## src/hdl/bltm_pkg.sv

```systemverilog
// Package with shared types, codes and constants of the tape machine.
`default_nettype none
package bltm_pkg;
  localparam int ProgDepthDefault  = 256;
  localparam int CellCountDefault  = 128;
  localparam int StackDepthDefault = 64;

  localparam logic [1:0] ACT_LOAD    = 2'd0;
  localparam logic [1:0] ACT_STEP    = 2'd1;
  localparam logic [1:0] ACT_RESTART = 2'd2;

  localparam logic [1:0] ERR_NONE      = 2'd0;
  localparam logic [1:0] ERR_OVERFLOW  = 2'd1;
  localparam logic [1:0] ERR_UNDERFLOW = 2'd2;

  localparam logic [7:0] CH_RIGHT = 8'h3E;
  localparam logic [7:0] CH_LEFT  = 8'h3C;
  localparam logic [7:0] CH_INC   = 8'h2B;
  localparam logic [7:0] CH_DEC   = 8'h2D;
  localparam logic [7:0] CH_OUT   = 8'h2E;
  localparam logic [7:0] CH_IN    = 8'h2C;
  localparam logic [7:0] CH_OPEN  = 8'h5B;
  localparam logic [7:0] CH_CLOSE = 8'h5D;

  // One accepted item as it travels from the front part to the back part.
  typedef struct packed {
    logic [1:0] action;
    logic [7:0] prog_addr;
    logic [7:0] prog_char;
    logic [7:0] in_byte;
    logic       in_present;
  } item_t;

  typedef struct packed {
    logic       out_valid;
    logic [7:0] out_byte;
    logic       halted;
    logic [1:0] error_code;
    logic [8:0] program_counter;
  } result_t;
endpackage
`default_nettype wire

```

## src/hdl/bltm_queue.sv

```systemverilog
// Small two-entry queue used between the parts of the tape machine.
`default_nettype none
module bltm_queue #(
  parameter int Width = 8
) (
  input  wire logic             clk,
  input  wire logic             rst,
  input  wire logic             push,
  input  wire logic [Width-1:0] wdata,
  output logic                  full,
  input  wire logic             pop,
  output logic [Width-1:0]      rdata,
  output logic                  empty
);
  logic [Width-1:0] slot [2];
  logic             wptr;
  logic             rptr;
  logic [1:0]       count;

  assign full  = (count == 2'd2);
  assign empty = (count == 2'd0);
  assign rdata = slot[rptr];

  always_ff @(posedge clk) begin
    if (push && !full) begin
      slot[wptr] <= wdata;
    end
    if (rst) begin
      wptr  <= 1'b0;
      rptr  <= 1'b0;
      count <= 2'd0;
    end else begin
      if (push && !full) begin
        wptr <= ~wptr;
      end
      if (pop && !empty) begin
        rptr <= ~rptr;
      end
      count <= count + {1'b0, push && !full} - {1'b0, pop && !empty};
    end
  end
endmodule
`default_nettype wire

```

## src/hdl/bltm_engine.sv

```systemverilog
// Execution engine: program store, tape, loop stack and the sequencer.
`default_nettype none
module bltm_engine #(
  parameter int ProgDepth  = bltm_pkg::ProgDepthDefault,
  parameter int CellCount  = bltm_pkg::CellCountDefault,
  parameter int StackDepth = bltm_pkg::StackDepthDefault
) (
  input  wire logic             clk,
  input  wire logic             rst,
  input  wire logic [8:0]       program_length,
  input  wire logic             item_valid,
  input  wire bltm_pkg::item_t  item,
  output logic                  item_take,
  output logic                  res_push,
  output bltm_pkg::result_t     res,
  input  wire logic             res_full
);
  import bltm_pkg::*;

  localparam int PW = $clog2(ProgDepth);
  localparam int CW = $clog2(CellCount);
  localparam int SW = $clog2(StackDepth);
  localparam int LW = $clog2(ProgDepth + 1);
  localparam int PCW = (LW > 9) ? LW : 9;
  localparam int AW = (PW > 8) ? PW : 8;

  localparam logic [2:0] S_IDLE      = 3'd0;
  localparam logic [2:0] S_FETCH     = 3'd1;
  localparam logic [2:0] S_EXEC      = 3'd2;
  localparam logic [2:0] S_SCAN      = 3'd3;
  localparam logic [2:0] S_CLEAR     = 3'd4;
  localparam logic [2:0] S_DONE      = 3'd5;
  localparam logic [2:0] S_SCAN_WAIT = 3'd6;
  localparam logic [2:0] S_WIPE      = 3'd7;

  logic [7:0]    prog_mem [ProgDepth];
  logic [7:0]    tape_mem [CellCount];
  logic [PCW-1:0] stack_mem [StackDepth];

  logic [2:0]     state;
  item_t          cur;
  logic [PCW-1:0] pc;
  logic [CW-1:0]  ptr;
  logic [SW:0]    sp;
  logic [1:0]     fault;
  logic [CW-1:0]  clr_idx;
  logic [PCW-1:0] scan_idx;
  logic [PCW-1:0] depth;
  logic [7:0]     op;
  logic [7:0]     cell_val;
  logic [PCW-1:0] top;
  logic [PCW-1:0] len;
  logic           ov;
  logic [7:0]     ob;
  logic [PCW-1:0] prog_rd_addr;
  logic [AW-1:0]  load_addr;

  assign len = (PCW'(program_length) < PCW'(ProgDepth)) ? PCW'(program_length)
                                                         : PCW'(ProgDepth);
  assign load_addr = AW'(item.prog_addr);
  assign item_take = (state == S_IDLE) && item_valid;
  assign res.out_valid       = ov;
  assign res.out_byte        = ob;
  assign res.error_code      = fault;
  assign res.halted          = (fault != ERR_NONE) || (pc >= len);
  assign res.program_counter = pc[8:0];
  assign res_push = (state == S_DONE) && !res_full;
  assign prog_rd_addr = (state == S_SCAN) ? scan_idx : pc;

  // Registered reads of the three memories, and their writes.
  always_ff @(posedge clk) begin
    op       <= prog_mem[prog_rd_addr[PW-1:0]];
    cell_val <= tape_mem[ptr];
    top      <= stack_mem[SW'(sp - 1'b1)];
    if (state == S_IDLE && item_valid && item.action == ACT_LOAD) begin
      prog_mem[load_addr[PW-1:0]] <= item.prog_char;
    end
    if (state == S_CLEAR || state == S_WIPE) begin
      tape_mem[clr_idx] <= 8'd0;
    end else if (state == S_EXEC) begin
      if (op == CH_INC) begin
        tape_mem[ptr] <= cell_val + 8'd1;
      end else if (op == CH_DEC) begin
        tape_mem[ptr] <= cell_val - 8'd1;
      end else if (op == CH_IN && cur.in_present) begin
        tape_mem[ptr] <= cur.in_byte;
      end
    end
    if (state == S_EXEC && op == CH_OPEN && cell_val != 8'd0 &&
        sp < (SW+1)'(StackDepth)) begin
      stack_mem[sp[SW-1:0]] <= pc;
    end
  end

  always_ff @(posedge clk) begin
    if (rst) begin
      state   <= S_WIPE;
      pc      <= '0;
      ptr     <= '0;
      sp      <= '0;
      fault   <= ERR_NONE;
      clr_idx <= '0;
      ov      <= 1'b0;
      ob      <= 8'd0;
      cur     <= '0;
      scan_idx <= '0;
      depth   <= '0;
    end else begin
      unique case (state)
        S_IDLE: begin
          if (item_valid) begin
            cur <= item;
            ov  <= 1'b0;
            ob  <= 8'd0;
            if (item.action == ACT_STEP && fault == ERR_NONE && pc < len) begin
              state <= S_FETCH;
            end else if (item.action == ACT_RESTART) begin
              pc      <= '0;
              ptr     <= '0;
              sp      <= '0;
              fault   <= ERR_NONE;
              clr_idx <= '0;
              state   <= S_CLEAR;
            end else begin
              state <= S_DONE;
            end
          end
        end
        S_FETCH: state <= S_EXEC;
        S_EXEC: begin
          state <= S_DONE;
          case (op)
            CH_RIGHT: begin
              ptr <= (ptr == CW'(CellCount - 1)) ? '0 : ptr + 1'b1;
              pc  <= pc + 1'b1;
            end
            CH_LEFT: begin
              ptr <= (ptr == '0) ? CW'(CellCount - 1) : ptr - 1'b1;
              pc  <= pc + 1'b1;
            end
            CH_OUT: begin
              ov <= 1'b1;
              ob <= cell_val;
              pc <= pc + 1'b1;
            end
            CH_OPEN: begin
              if (cell_val == 8'd0) begin
                scan_idx <= pc + 1'b1;
                depth    <= '0;
                state    <= S_SCAN;
              end else if (sp >= (SW+1)'(StackDepth)) begin
                fault <= ERR_OVERFLOW;
              end else begin
                sp <= sp + 1'b1;
                pc <= pc + 1'b1;
              end
            end
            CH_CLOSE: begin
              if (sp == '0) begin
                fault <= ERR_UNDERFLOW;
              end else if (cell_val != 8'd0) begin
                pc <= top + 1'b1;
              end else begin
                sp <= sp - 1'b1;
                pc <= pc + 1'b1;
              end
            end
            default: pc <= pc + 1'b1;
          endcase
        end
        S_SCAN: begin
          // Issue the read of scan_idx here; the character is seen in the
          // wait state, so each character takes a pass through both states.
          if (scan_idx >= len) begin
            pc    <= len;
            state <= S_DONE;
          end else begin
            state <= S_SCAN_WAIT;
          end
        end
        S_SCAN_WAIT: begin
          if (op == CH_CLOSE) begin
            if (depth == '0) begin
              pc    <= scan_idx + 1'b1;
              state <= S_DONE;
            end else begin
              depth    <= depth - 1'b1;
              scan_idx <= scan_idx + 1'b1;
              state    <= S_SCAN;
            end
          end else begin
            if (op == CH_OPEN) begin
              depth <= depth + 1'b1;
            end
            scan_idx <= scan_idx + 1'b1;
            state    <= S_SCAN;
          end
        end
        S_CLEAR: begin
          clr_idx <= clr_idx + 1'b1;
          if (clr_idx == CW'(CellCount - 1)) begin
            state <= S_DONE;
          end
        end
        S_WIPE: begin
          clr_idx <= clr_idx + 1'b1;
          if (clr_idx == CW'(CellCount - 1)) begin
            state <= S_IDLE;
          end
        end
        S_DONE: begin
          if (!res_full) begin
            state <= S_IDLE;
          end
        end
        default: state <= S_IDLE;
      endcase
    end
  end
endmodule
`default_nettype wire

```

## src/hdl/bracket_loop_tape_machine.sv

```systemverilog
// Top level of the bracket-loop tape machine.
// Usage:
//   Input channel: drive action and the payload fields, raise push; the
//   transaction completes at a clock edge where full is low. Load writes a
//   program character, step runs one instruction, restart clears the tape,
//   pointer, loop stack, pc and fault.
//   Result channel: while empty is low the oldest result is on the result
//   ports; raise pop to take it. Every input transaction yields one result.
//   program_length is to be written through cfg_we/cfg_data while idle;
//   the user is bound to this, the block does not enforce it.
// Sequencing: load or halted step goes straight to hand-off; running step
//   runs store fetch, tape read, execute, hand-off. Forward skip on a zero
//   cell: scan, then wait, per character. Restart: one tape cell a cycle.
// A two-entry input queue and two-entry result queue decouple both sides:
//   when pop is held low, results queue up, then the engine holds and the
//   input queue fills and raises full.
// Reset: clears pc, pointer, stack count, fault and program_length, then
//   sweeps the tape to zero, one cell a cycle; input transactions queue up
//   and wait for the sweep to finish.
`default_nettype none
module bracket_loop_tape_machine #(
  parameter int ProgDepth  = bltm_pkg::ProgDepthDefault,
  parameter int CellCount  = bltm_pkg::CellCountDefault,
  parameter int StackDepth = bltm_pkg::StackDepthDefault
) (
  input  wire logic       clk,
  input  wire logic       rst,
  input  wire logic       cfg_we,
  input  wire logic [8:0] cfg_data,
  input  wire logic       push,
  output logic            full,
  input  wire logic [1:0] action,
  input  wire logic [7:0] prog_addr,
  input  wire logic [7:0] prog_char,
  input  wire logic [7:0] in_byte,
  input  wire logic       in_present,
  output logic            empty,
  input  wire logic       pop,
  output logic            out_valid,
  output logic [7:0]      out_byte,
  output logic            halted,
  output logic [1:0]      error_code,
  output logic [8:0]      program_counter
);
  import bltm_pkg::*;

  logic [8:0] program_length;
  item_t      in_item;
  item_t      q_item;
  logic       q_empty;
  logic       take;
  logic       res_push;
  logic       res_full;
  result_t    res;
  result_t    res_out;

  // Hold the program length register.
  always_ff @(posedge clk) begin
    if (rst) begin
      program_length <= 9'd0;
    end else if (cfg_we) begin
      program_length <= cfg_data;
    end
  end

  assign in_item = '{action: action, prog_addr: prog_addr, prog_char: prog_char,
                     in_byte: in_byte, in_present: in_present};

  bltm_queue #(.Width($bits(item_t))) u_in_q (
    .clk(clk), .rst(rst), .push(push), .wdata(in_item), .full(full),
    .pop(take), .rdata(q_item), .empty(q_empty)
  );

  bltm_engine #(
    .ProgDepth(ProgDepth), .CellCount(CellCount), .StackDepth(StackDepth)
  ) u_engine (
    .clk(clk), .rst(rst), .program_length(program_length),
    .item_valid(!q_empty), .item(q_item), .item_take(take),
    .res_push(res_push), .res(res), .res_full(res_full)
  );

  bltm_queue #(.Width($bits(result_t))) u_out_q (
    .clk(clk), .rst(rst), .push(res_push), .wdata(res), .full(res_full),
    .pop(pop), .rdata(res_out), .empty(empty)
  );

  assign out_valid       = res_out.out_valid;
  assign out_byte        = res_out.out_byte;
  assign halted          = res_out.halted;
  assign error_code      = res_out.error_code;
  assign program_counter = res_out.program_counter;
endmodule
`default_nettype wire

```

## config.mk

```make
export PLATFORM = sky130hd
export DESIGN_NAME = bracket_loop_tape_machine
export DESIGN_NICKNAME = d
export VERILOG_FILES = /design/src/hdl/bltm_pkg.sv /design/src/hdl/bltm_queue.sv /design/src/hdl/bltm_engine.sv /design/src/hdl/bracket_loop_tape_machine.sv
export SDC_FILE = /design/constraint.sdc
export NUM_CORES = 2
export LEC_CHECK = 0
export ABC_CLOCK_PERIOD_IN_PS = 28100
export BUFFER_PORTS_ARGS = -buffer_cell sky130_fd_sc_hd__buf_2
export CORE_MARGIN = 2
export CORE_UTILIZATION = 30
export CTS_CLUSTER_DIAMETER = 50
export DETAILED_ROUTE_END_ITERATION = 8
export HOLD_SLACK_MARGIN = 0.02
export SLEW_MARGIN = 20
export SYNTH_ARGS = -nofsm -noshare
export SYNTH_HDL_FRONTEND = slang
export SYNTH_SLANG_ARGS = --single-unit
export TNS_END_PERCENT = 5
```

## constraint.sdc

```tcl
create_clock -name clk -period 28.1 [get_ports clk]
set_input_delay 0 -clock clk [delete_from_list [all_inputs] [get_ports clk]]
set_output_delay 0 -clock clk [all_outputs]
set_load 0.01 [all_outputs]
```

==> results.sh <==
export IMPL_crit_required_ns=28.87
export IMPL_start_to_end_type_of_the_worst_setup_path="flop to flop"
export IMPL_start_kind="flop"
export IMPL_wire_length_of_the_first_global_routing_pass_mm=604
export IMPL_placedCellCount=15300
export IMPL_grt_overflow_total=0
export IMPL_critical_path_endpoint_type="flop"
export IMPL_number_of_enable_type_register_cells_in_the_synthesized_netlist=3744
export IMPL_clock_transition_at_the_registers_of_the_reported_paths_ns=0.07
export IMPL_r2r_setup_slack_ns=21.55
export IMPL_ys_warn_count=0
export IMPL_final_min_period_over_clock_period_pct=23.3
export IMPL_outcome="finished clean"
export IMPL_drt_antenna_violating_nets=0
export IMPL_avgSynthCellArea_um2=17.2
export IMPL_maximum_frequency_from_static_timing_analysis_mhz=153
export IMPL_ff2ff_path_depth=10
export IMPL_drt_pass1_iter_count=8
export IMPL_drt_iter0_markers=11000
export IMPL_layout_area_seq_mm2=0.115
export IMPL_syn_nets=8960
export IMPL_finalWirelength_mm=422
export IMPL_numCtsBuffers=388
export IMPL_fin_skew_ns=0.0586
export IMPL_flow_area_growth_from_synthesis_pct=14.3
export IMPL_critical_path_reg2reg_startpoint="u_engine.state[0]"
export IMPL_tritoncts="yes"
export IMPL_wl_per_cell_um=26.2
export IMPL_dr_total_vias=83600
export IMPL_pin_count_of_the_biggest_net_entering_global_routing=141
export IMPL_port_buffer_count=63
export IMPL_design_area_mm2=0.175
export IMPL_transition_time_of_the_tightest_slew_check_pin_ns=1.25
export IMPL_fillers=47700
export IMPL_worstHoldPathCells=3
export IMPL_worst_path_fanout_max=59
export IMPL_clkSinkCount=3859
export IMPL_worst_voltage_drop_across_the_vdd_grid_mv=0.0722
export IMPL_final_number_of_setup_violating_endpoints=0
export IMPL_core_ar_mm2=0.508
export IMPL_p_leak_nw=54.3
export IMPL_tns_setup_ns=0
export IMPL_synth_cell_type_count=86
export IMPL_design_die_area_mm2=0.515
export IMPL_clkLatencyLatePin_ns=0.95
export IMPL_min_delay_start="rst"
export IMPL_detailed_place_hpwl_mm=254
export IMPL_antenna_violations_before_repair=22
export IMPL_timing_final_hold_violations=0
export IMPL_clock_root_buffer="sky130_fd_sc_hd__clkbuf_16"
export IMPL_yosysSeqAreaShare_pct=75.0
export IMPL_maxSlewViolCount=0
export IMPL_post_route_drc_count=0
export IMPL_synthesis_area_mm2=0.153
export IMPL_layout_min_cycle_time_ns=6.55
export IMPL_crit_reg2reg_capture="u_engine.op[3]"
export IMPL_rows=262
export IMPL_ys_dominant_reg_cell="sky130_fd_sc_hd__edfxtp_1"
export IMPL_ys_async_sr_fraction_pct=0
export IMPL_register_bit_count_reported_by_yosys=3859
export IMPL_worst_ep_arrival_time_ns=7.32
export IMPL_ioPinCount=64
export IMPL_vias_per_cell=5.19
export IMPL_first_global_vias=81000
export IMPL_rsz_0062_raised_after_global_routing="no"
export IMPL_multi_input_area_mm2=0.0360
export IMPL_layout_cells_non_filler=16100
export IMPL_synthesis_instances=8874
export IMPL_holdPathEnd="u_out_q.wptr"
export IMPL_finish_net_count=9164
export IMPL_timing_max_cap_violations=0
export IMPL_placed_area_mm2=0.161
export IMPL_gr_usage_total_pct=15.8
export IMPL_power_density_cell_area_mw_per_mm2=66.8
export IMPL_chipWidth_um=718
export IMPL_final_wtd_congestion=0.849
export IMPL_initial_utilization_pct=30.1
export IMPL_final_layout_size_suffix_gt1_share_pct=18.1
export IMPL_cts_path_max_buffers=4
export IMPL_worst_hold_path_type="input pin to flop"
export IMPL_cts_htree_levels=5
export IMPL_die_y_um=718
export IMPL_slew_headroom_pct=16.3
-- logic make-up after synthesis --
family | Yosys count | synth area share, %
flip-flops | 3859 | 75.0
AND/OR/NAND/NOR | 2745 | 7.68
multiplexers | 852 | 11.5
AO/OA/AOI/OAI | 738 | 3.37
buffers and inverters | 581 | 1.76
XOR/XNOR | 54 | 0.309
adder cells (fa/ha/maj) | 45 | 0.378
-- cells in the mapped netlist (23+ instances only) --
master | count | area (µm²)
sky130_fd_sc_hd__o2111ai_1 | 64 | 561
sky130_fd_sc_hd__a211oi_1 | 27 | 203
sky130_fd_sc_hd__a311oi_1 | 40 | 350
sky130_fd_sc_hd__or2_2 | 23 | 144
sky130_fd_sc_hd__mux2_2 | 39 | 439
sky130_fd_sc_hd__dfxtp_1 | 115 | 2300
sky130_fd_sc_hd__edfxtp_1 | 3744 | 112000
sky130_fd_sc_hd__clkbuf_1 | 252 | 946
sky130_fd_sc_hd__buf_1 | 51 | 191
sky130_fd_sc_hd__nand4_1 | 30 | 188
sky130_fd_sc_hd__xnor2_1 | 36 | 315
sky130_fd_sc_hd__buf_2 | 165 | 826
sky130_fd_sc_hd__mux4_2 | 714 | 16100
sky130_fd_sc_hd__inv_1 | 48 | 180
sky130_fd_sc_hd__a21oi_1 | 122 | 611
sky130_fd_sc_hd__a22oi_1 | 52 | 390
sky130_fd_sc_hd__buf_4 | 44 | 330
sky130_fd_sc_hd__nand2_1 | 1389 | 5210
sky130_fd_sc_hd__a31oi_1 | 150 | 938
sky130_fd_sc_hd__nor3_1 | 48 | 240
sky130_fd_sc_hd__and3_1 | 143 | 895
sky130_fd_sc_hd__nand3_1 | 381 | 1910
sky130_fd_sc_hd__nor2_1 | 605 | 2270
sky130_fd_sc_hd__o21ai_0 | 87 | 435
sky130_fd_sc_hd__mux2i_1 | 94 | 941
sky130_fd_sc_hd__ha_1 | 43 | 538
-- critical path: stages, from the launching register on --
cell	delay (ns)
sky130_fd_sc_hd__dfxtp_1	0.61
sky130_fd_sc_hd__nand3b_4	0.64
sky130_fd_sc_hd__mux2_8	0.79
sky130_fd_sc_hd__buf_4	0.61
sky130_fd_sc_hd__buf_4	0.54
sky130_fd_sc_hd__buf_4	0.76
sky130_fd_sc_hd__nor2_1	0.35
sky130_fd_sc_hd__a221oi_1	0.42
sky130_fd_sc_hd__a31oi_1	0.33
sky130_fd_sc_hd__nor4_1	0.97
sky130_fd_sc_hd__nand3_1	0.16
-- layout make-up --
type | count | area share [%]
Sequential cell | 3859 | 65.7
Multi-Input combinational cell | 4434 | 20.6
Clock buffer | 467 | 5.84
Tap cell | 6732 | 4.82
Timing Repair Buffer | 345 | 1.62
Clock inverter | 233 | 1.31
Inverter | 50 | 0.107
Antenna cell | 5 | 0.00716
-- what timing repair did --
action	in CTS	in global routing
buffers inserted	0	0
endpoints found under the hold margin	164	0
hold buffers	93	0
gates resized for setup	0	0
-- worst max-delay path by stage --
| stage | start | endpoint | slack, ns |
|---|---|---|---|
| 5_1_grt | u_engine.state[2] | u_engine.op[2] | 21.40 |
| 6_report | u_engine.state[0] | u_engine.op[3] | 21.55 |
| 3_3_place_gp | u_engine.state[0] | u_engine.op[3] | 21.74 |
| 4_1_cts | u_engine.state[2] | u_engine.op[3] | 21.64 |
| 2_1_floorplan | u_engine.state[1] | u_engine.tape_mem[0][7] | 18.94 |
| 3_5_place_dp | u_engine.state[2] | u_engine.op[3] | 21.68 |
-- power breakdown --
part           leakage, nW  switching (W)  internal (W)
logic                 13.3       0.000147     0.0000402
clock network         6.05        0.00224       0.00291
registers             35.0      0.0000152       0.00631
-- routing by layer --
| layer | routed length [µm] | up-vias | global-route usage [%] |
|---|---|---|---|
| li1 | - | 35300 | - |
| met1 | 172000 | 43600 | 21.9 |
| met2 | 198000 | 3965 | 25.2 |
| met3 | 36500 | 667 | 2.74 |
| met4 | 15200 | 14 | 5.34 |
| met5 | 77 | - | 0 |
-- through the flow --
stage / setup slack (ns) / total power, W / hold slack, ns / utilization [%]
after floorplan: 18.94 / 0.00653 / 0.0989 / -
after global placement: 21.74 / 0.00662 / 0.190 / 31.7
after detailed placement: 21.68 / 0.00663 / 0.195 / 31.7
after CTS: 21.64 / 0.0117 / 0.0302 / 34.4
after global routing: 21.40 / 0.0120 / 0.0911 / 34.4
final: 21.55 / 0.0117 / 0.0783 / 34.4
-- cells in the final DEF (no fill, tap or decap), drive strengths merged, types with 52 or more instances in the layout --
| cell | Yosys | final |
|---|---|---|
| a21oi | 125 | 125 |
| a22oi | 52 | 52 |
| a31oi | 151 | 151 |
| and3 | 143 | 143 |
| buf | 279 | 252 |
| clkbuf | 252 | 467 |
| clkinv | 2 | 149 |
| dfxtp | 115 | 115 |
| dlygate4sd3 | 0 | 93 |
| edfxtp | 3744 | 3744 |
| inv | 48 | 74 |
| mux2i | 97 | 97 |
| mux4 | 714 | 714 |
| nand2 | 1389 | 1389 |
| nand3 | 382 | 382 |
| nor2 | 608 | 608 |
| o2111ai | 64 | 64 |
| o21ai | 91 | 91 |
-- flip-flops by register name (all words and copies together) (netlist names), 8 cells and up, named ones only --
name / count
program_length: 9
u_engine.cell_val: 8
u_engine.cur: 9
u_engine.depth: 9
u_engine.ob: 8
u_engine.op: 8
u_engine.pc: 9
u_engine.prog_mem: 2048
u_engine.scan_idx: 9
u_engine.stack_mem: 576
u_engine.tape_mem: 1024
u_engine.top: 9
u_in_q.slot: 54
u_out_q.slot: 42
Power figures use the tool's default switching activity.
